### src/hw/rtl/swsr_pkg.sv
// ----------------------------------------------------------------------------
// swsr_pkg
// Types and constants of the sliding window share rate block.
// ----------------------------------------------------------------------------
package swsr_pkg;

   // ring store depth, a power of two so a counter selects a slot by its low bits
   localparam int RING_DEPTH = 4096;
   localparam int RING_AW    = $clog2(RING_DEPTH);

   localparam int NWIN      = 3;
   localparam int CNT_W     = 32;
   localparam int DIFF_W    = 32;
   localparam int TS_W      = 48;
   localparam int SPAN_W    = 32;
   localparam int RATE_W    = 40;
   localparam int SUM_W     = 64;
   localparam int DEN_W     = 58;
   localparam int STEP_W    = 6;
   localparam int CSR_IDX_W = 2;

   localparam logic [CSR_IDX_W-1:0] CSR_SPAN_SHORT = 2'd0;
   localparam logic [CSR_IDX_W-1:0] CSR_SPAN_MID   = 2'd1;
   localparam logic [CSR_IDX_W-1:0] CSR_SPAN_LONG  = 2'd2;

   localparam logic [SPAN_W-1:0] SPAN_SHORT_RST = 32'd600000;
   localparam logic [SPAN_W-1:0] SPAN_MID_RST   = 32'd3600000;
   localparam logic [SPAN_W-1:0] SPAN_LONG_RST  = 32'd86400000;

   localparam logic [RATE_W-1:0] RATE_MAX  = {RATE_W{1'b1}};
   localparam logic [STEP_W-1:0] DIV_LAST  = 6'd39;

   typedef logic [1:0] win_idx_type;

   localparam win_idx_type WIN_SHORT = 2'd0;
   localparam win_idx_type WIN_LONG  = 2'd2;

   typedef struct packed {
      logic [DIFF_W-1:0] share_difficulty;
      logic [TS_W-1:0]   timestamp_ms;
   } req_type;

   typedef struct packed {
      logic [RATE_W-1:0] rate_short;
      logic [RATE_W-1:0] rate_mid;
      logic [RATE_W-1:0] rate_long;
      logic              held_short;
      logic              held_mid;
      logic              held_long;
   } rsp_type;

   // controller to datapath
   typedef struct packed {
      logic        push;
      logic        adv_rd;
      logic        new_ld;
      logic        trim_rd;
      logic        trim_ld;
      logic        den_ld;
      logic        div_init;
      logic        div_step;
      logic        st_hold;
      logic        st_sat;
      logic        st_quot;
      logic        out_ld;
      win_idx_type win;
   } dp_cmd_type;

   // datapath to controller
   typedef struct packed {
      logic trim_stop;
      logic hold;
      logic sat;
      logic div_last;
      logic out_free;
   } dp_stat_type;

endpackage

### src/hw/rtl/swsr_ctrl.sv
// ----------------------------------------------------------------------------
// swsr_ctrl
// Sequencer: walks the three windows, trims them and runs the divider.
// ----------------------------------------------------------------------------
module swsr_ctrl (
   input  logic                  clock,
   input  logic                  reset,
   input  logic                  req_valid,
   output logic                  req_stall,
   output swsr_pkg::dp_cmd_type  cmd,
   input  swsr_pkg::dp_stat_type stat
);
   import swsr_pkg::*;

   localparam logic [3:0] S_IDLE = 4'd0;
   localparam logic [3:0] S_ADV  = 4'd1;
   localparam logic [3:0] S_NEW  = 4'd2;
   localparam logic [3:0] S_TRD  = 4'd3;
   localparam logic [3:0] S_TLD  = 4'd4;
   localparam logic [3:0] S_DEN  = 4'd5;
   localparam logic [3:0] S_SAT  = 4'd6;
   localparam logic [3:0] S_DIV  = 4'd7;
   localparam logic [3:0] S_STQ  = 4'd8;
   localparam logic [3:0] S_OUT  = 4'd9;

   logic [3:0]  state_ff;
   logic [3:0]  state_in;
   win_idx_type win_ff;
   win_idx_type win_in;
   logic        win_done;

   assign req_stall = (state_ff != S_IDLE);

   // next state and commands
   always_comb begin
      state_in = state_ff;
      win_in   = win_ff;
      win_done = 1'b0;
      cmd      = '0;
      cmd.win  = win_ff;
      case (state_ff)
         S_IDLE: begin
            if (req_valid) begin
               cmd.push = 1'b1;
               win_in   = WIN_SHORT;
               state_in = S_ADV;
            end
         end
         S_ADV: begin
            cmd.adv_rd = 1'b1;
            state_in   = S_NEW;
         end
         S_NEW: begin
            cmd.new_ld = 1'b1;
            state_in   = S_TRD;
         end
         S_TRD: begin
            cmd.trim_rd = 1'b1;
            state_in    = S_TLD;
         end
         S_TLD: begin
            cmd.trim_ld = 1'b1;
            state_in    = stat.trim_stop ? S_DEN : S_TRD;
         end
         S_DEN: begin
            if (stat.hold) begin
               cmd.st_hold = 1'b1;
               win_done    = 1'b1;
            end else begin
               cmd.den_ld = 1'b1;
               state_in   = S_SAT;
            end
         end
         S_SAT: begin
            if (stat.sat) begin
               cmd.st_sat = 1'b1;
               win_done   = 1'b1;
            end else begin
               cmd.div_init = 1'b1;
               state_in     = S_DIV;
            end
         end
         S_DIV: begin
            cmd.div_step = 1'b1;
            if (stat.div_last) begin
               state_in = S_STQ;
            end
         end
         S_STQ: begin
            cmd.st_quot = 1'b1;
            win_done    = 1'b1;
         end
         S_OUT: begin
            if (stat.out_free) begin
               cmd.out_ld = 1'b1;
               state_in   = S_IDLE;
            end
         end
         default: begin
            state_in = S_IDLE;
         end
      endcase
      // move to the next window or to the result
      if (win_done) begin
         if (win_ff == WIN_LONG) begin
            state_in = S_OUT;
         end else begin
            win_in   = win_ff + 1'b1;
            state_in = S_ADV;
         end
      end
   end

   always_ff @(posedge clock) begin
      if (reset) begin
         state_ff <= S_IDLE;
         win_ff   <= WIN_SHORT;
      end else begin
         state_ff <= state_in;
         win_ff   <= win_in;
      end
   end

endmodule

### config.mk
export PLATFORM = sky130hd
export DESIGN_NAME = swsr_ctrl
export DESIGN_NICKNAME = d
export VERILOG_FILES = /design/src/hw/rtl/swsr_pkg.sv /design/src/hw/rtl/swsr_ctrl.sv
export SDC_FILE = /design/constraint.sdc
export NUM_CORES = 1
export LEC_CHECK = 0
export BUFFER_PORTS_ARGS = -buffer_cell sky130_fd_sc_hd__buf_2
export CORE_MARGIN = 2
export CORE_UTILIZATION = 40
export DETAILED_ROUTE_END_ITERATION = 8
export GPL_TIMING_DRIVEN = 0
export PLACE_DENSITY_LB_ADDON = 0.05
export SLEW_MARGIN = 40
export SYNTH_ARGS = -nofsm -noshare
export SYNTH_HDL_FRONTEND = slang
export SYNTH_SLANG_ARGS = --single-unit
export TNS_END_PERCENT = 20
### constraint.sdc
create_clock -name clock -period 1.4 [get_ports clock]
set_input_delay 0.21 -clock clock [delete_from_list [all_inputs] [get_ports clock]]
set_output_delay 0.21 -clock clock [all_outputs]
set_load 0.02 [all_outputs]
### Yosys cells after proc, flatten, opt, wreduce, memory -nomap -nowiden

Index checks and enable logic that the tools add are counted.
W data, S select, Z words.

| cells by class | value |
|---|---|
| reductions and logical operators | 3 |
| multiplexer cells | 32 |
| equal/unequal tests | 16 |
| add/subtract/negate cells | 1 |

Operators with widths:

| cell | number |
|---|---|
| $pmux W4 S10 | 1 |
| $mux W4 | 7 |
| $mux W1 | 18 |
| $eq A4 B3 Y1 const B | 4 |
| $ne A3 B3 Y1 const B | 5 |
| $eq A4 B2 Y1 const B | 2 |
| $eq A4 B4 Y1 const B | 2 |
| $mux W2 | 4 |
| $reduce_and A6 Y1 | 1 |
| $eq A4 B1 Y1 const B | 1 |
| $logic_not A4 Y1 | 1 |
| $reduce_bool A4 Y1 | 1 |
| $mux W3 | 1 |
| $pmux W1 S3 | 1 |
| $add A2 B1 Y2 const B | 1 |
| $eq A2 B2 Y1 const B | 1 |
| $ne A2 B2 Y1 const B | 1 |

| word-level totals | value |
|---|---|
| word-level logic and storage cells | 54 |
| register bits after elaboration | 6 |
| output and inout port bits | 15 |
| input port bits | 8 |

### Longest topological paths before layout

| logic depth | value |
|---|---|
| depth after elaboration | 4 |
| depth in mapped cells | 8 |
| gate-level depth less buffers | 5 |

### Least setup slack after synthesis

No wires, ideal clock.

| timing | value |
|---|---|
| path type | flip-flop to flip-flop |
| start | reg state_ff[0] |
| end | reg (tool-made name) |
| arrival | 1.472 ns |
| path slack | -0.138 ns |
| data required time | 1.334 ns |
| path buffers | 0 |
| period minus slack after synthesis | 1.538 ns |
| cell stages (with the launch flop) | 6 |
| setup time | 0.066 ns |
| cells stage by stage | dfxtp_1 or2_4 nor2_1 nor2_1 or3_1 a21oi_2 |

RTL lines:

| element | line | text |
|---|---|---|
| from (decl) | swsr_ctrl.sv:26 | `logic [3:0] state_ff;` |
| from (signal assigned) | swsr_ctrl.sv:119 | `state_ff <= state_in;` |

==> out/results.txt <==
status - finished with violations
failing checks - setup timing
Final Util - 60.8%
height of the die - 40.3 um
Inst Count DP - 107
Layout Cells excl Fill - 112
H-tree levels - 1
Crit Path Max Fanout - 10
Final Cycle Share - 111%
Filler Cells Inserted - 134
Net Switching - 0.385 mW
first-pass GRT wire length - 1900 um
core area - 0.00127 mm^2
Mapped Cells - 70
Max VDD drop - 0.593 mV
clock skew - 2.54 ps
area leader, netlist - dfxtp_1
CTS root buf - clkbuf_4
router iterations before antenna repair - 4
via/cell ratio - 5.39
Crit path required time - 1580 ps
Hold Fails Final Rpt - 0
Slew Limit Fails - 0
port bufs - 22
Max Clk Rate - 643 MHz
Cell Chain, Critical Path - buf_6, nand2b_1, buf_6, a21oi_2, or2_1, clkbuf_8, or3_1, a21oi_2
RSZ-0062 raised after global routing - true
startpoint types - register
static leakage - 0.353 nW
routed len/inst - 11.8 um
Syn Nets - 78
dpl ws - -176 ps
Distinct cells, synth - 31
Multi-input gate area - 377 um^2
CTS Buf Count - 3
I/O pin total - 23
internal power - 0.566 mW
Switching Fraction - 40.5%
Final setup viols - 11
asr flop ratio synth - 0%
endpoint class of the critical path - register
final WL - 1320 um
Mapped Avg Cell Area - 7.53 um^2
PD cells - 1230 mW/mm^2
synthesized area - 527 um^2
sequential area share after synthesis - 22.8%
total track usage - 17.7%
Rel. slew slack - 83.7%
Die Area - 0.00162 mm^2
Buffers & Inverters on Critical Path - 3
total gr overflow - 0
WP data arrival - 1730 ps
Num Clock Sinks - 6
Hold-fix buffers, CTS - 0
layout cells sized above 1 - 47.4%
CTS tree - done
hold slack - 222 ps
Yosys reg bits - 6
Starting Density - 41.5%
most common cell in the synthesized netlist - nor3_1
sequential cell area - 123 um^2
Clk pwr share - 16.3%
Hold Crit Class - in2reg
Slowest-stage cell, CP - or3_1
number of enable flip-flop cells after synthesis - 0
Die Wd - 40.3 um
final antenna-violating net count - 0
combinational group share of total power - 61.1%
initial drt markers - 14
setup_tns - -736 ps
largest net degree at the start of global routing - 11
Layout Nets - 107
synth top area cells - dfxtp_1 23%, nor3_1 10%, nor2_1 7.1%
post-synth top area share - 22.8%
Clk pin slew, worst setup/hold paths - 40 ps
CP top delay family - simple AND/OR/NAND/NOR gates
Worst-Skew Late Latency - 240 ps
initial antenna violation count - 0
Setup WS post-layout - -156 ps
max incr delay on CP - 320 ps
DRC - 0
vias in the first global route - 471
global placement routability congestion - 0.722
Post-synth top cells - 11 x nor3_1, 10 x nor2_1, 6 x dfxtp_1
dpl hpwl - 969 um
critical path class - reg2reg
clock tree buffer depth - 2
area grow syn2layout - 46.6%
Synth Flop Type - dfxtp_1
yosys synthesis warning count - 0
Row Count - 13
Reg power frac - 22.5%
Worst Max-Slew Pin Slew - 242 ps
via count - 604
fin crit period - 1560 ps
max-cap violations - 0
diode count - 0
==> layer usage <==
| metal | up-vias | part of all wire, % | GRT usage, % |
|---|---|---|---|
| met5 | - | 0 | 0 |
| met1 | 279 | 42 | 21.4 |
| met3 | 2 | 4.6 | 3.33 |
| li1 | 305 | - | - |
| met2 | 18 | 52 | 30.2 |
| met4 | 0 | 0.53 | 7.50 |
==> cell type report <==
| type | instances | share of cell area [%] |
|---|---|---|
| flip-flops and latches | 6 | 15.9 |
| repair buffers | 24 | 19.9 |
| clock buffers | 3 | 2.92 |
| inverters | 3 | 1.46 |
| plain buffers | 6 | 8.59 |
| multi-input cells | 55 | 48.8 |
| well taps | 15 | 2.43 |
==> power groups by stage <==
stage	Clock [mW]	Combinational (mW)	Sequential, mW
finish	0.155	0.581	0.214
CTS	0.160	0.533	0.212
detailed placement	0	0.499	0.210
global placement	0	0.495	0.207
global route	0.168	0.628	0.217
floorplan	0	0.384	0.208
==> final timing paths <==
kind	slack [ps]	cells past startpoint	to	startpoint
worst max-delay path	-160	8	register	state_ff[2]
worst min-delay path	220	2	register	reset
worst max register to register	-160	8	register	state_ff[2]
worst min register to register	510	1	win_ff[1]	win_ff[1]
==> timing repair <==
| item | in CTS | in global routing |
|---|---|---|
| endpoints found under the setup margin | 13 | 16 |
| cloned | 0 | 0 |
| pin swaps | 3 | 2 |
| setup buffers | 1 | 1 |
| resized for setup | 9 | 13 |
==> kinds of logic (layout without fill, tap and decap cells) <==
logic type	Yosys count	in the layout	synth area share, %
compound gates	12	12	18.1
xor+xnor	1	1	1.66
buf+inv	9	36	10.4
flops	6	6	22.8
mux	2	2	3.80
simple gates	40	40	43.2
==> worst register-to-register path, cell delays in order (launching register included) <==
cell and delay [ps]:
dfxtp_1 300, buf_6 130, nand2b_1 80, buf_6 130, a21oi_2 40, or2_1 210
clkbuf_8 150, or3_1 320, a21oi_2 120
==> cell usage in the layout, fill, tap and decap left out, drive strengths merged, types with 2 or more instances in the layout <==
cell and instances:
nor3 11, nand3 2, dfxtp 6, or2 2
inv 3, o21ai 2, or3 3, nor2 10
nand3b 2, nand2 3, nand2b 4, clkbuf 4
buf 29, mux2i 2, a21oi 4
==> through the flow <==
stage	area, um^2	total power [mW]
detailed placement	667	0.709
floorplan	538	0.592
finish	772	0.951
CTS	722	0.905
global route	772	1.01
global placement	667	0.703
No activity file was read; power rests on OpenSTA's default activity.
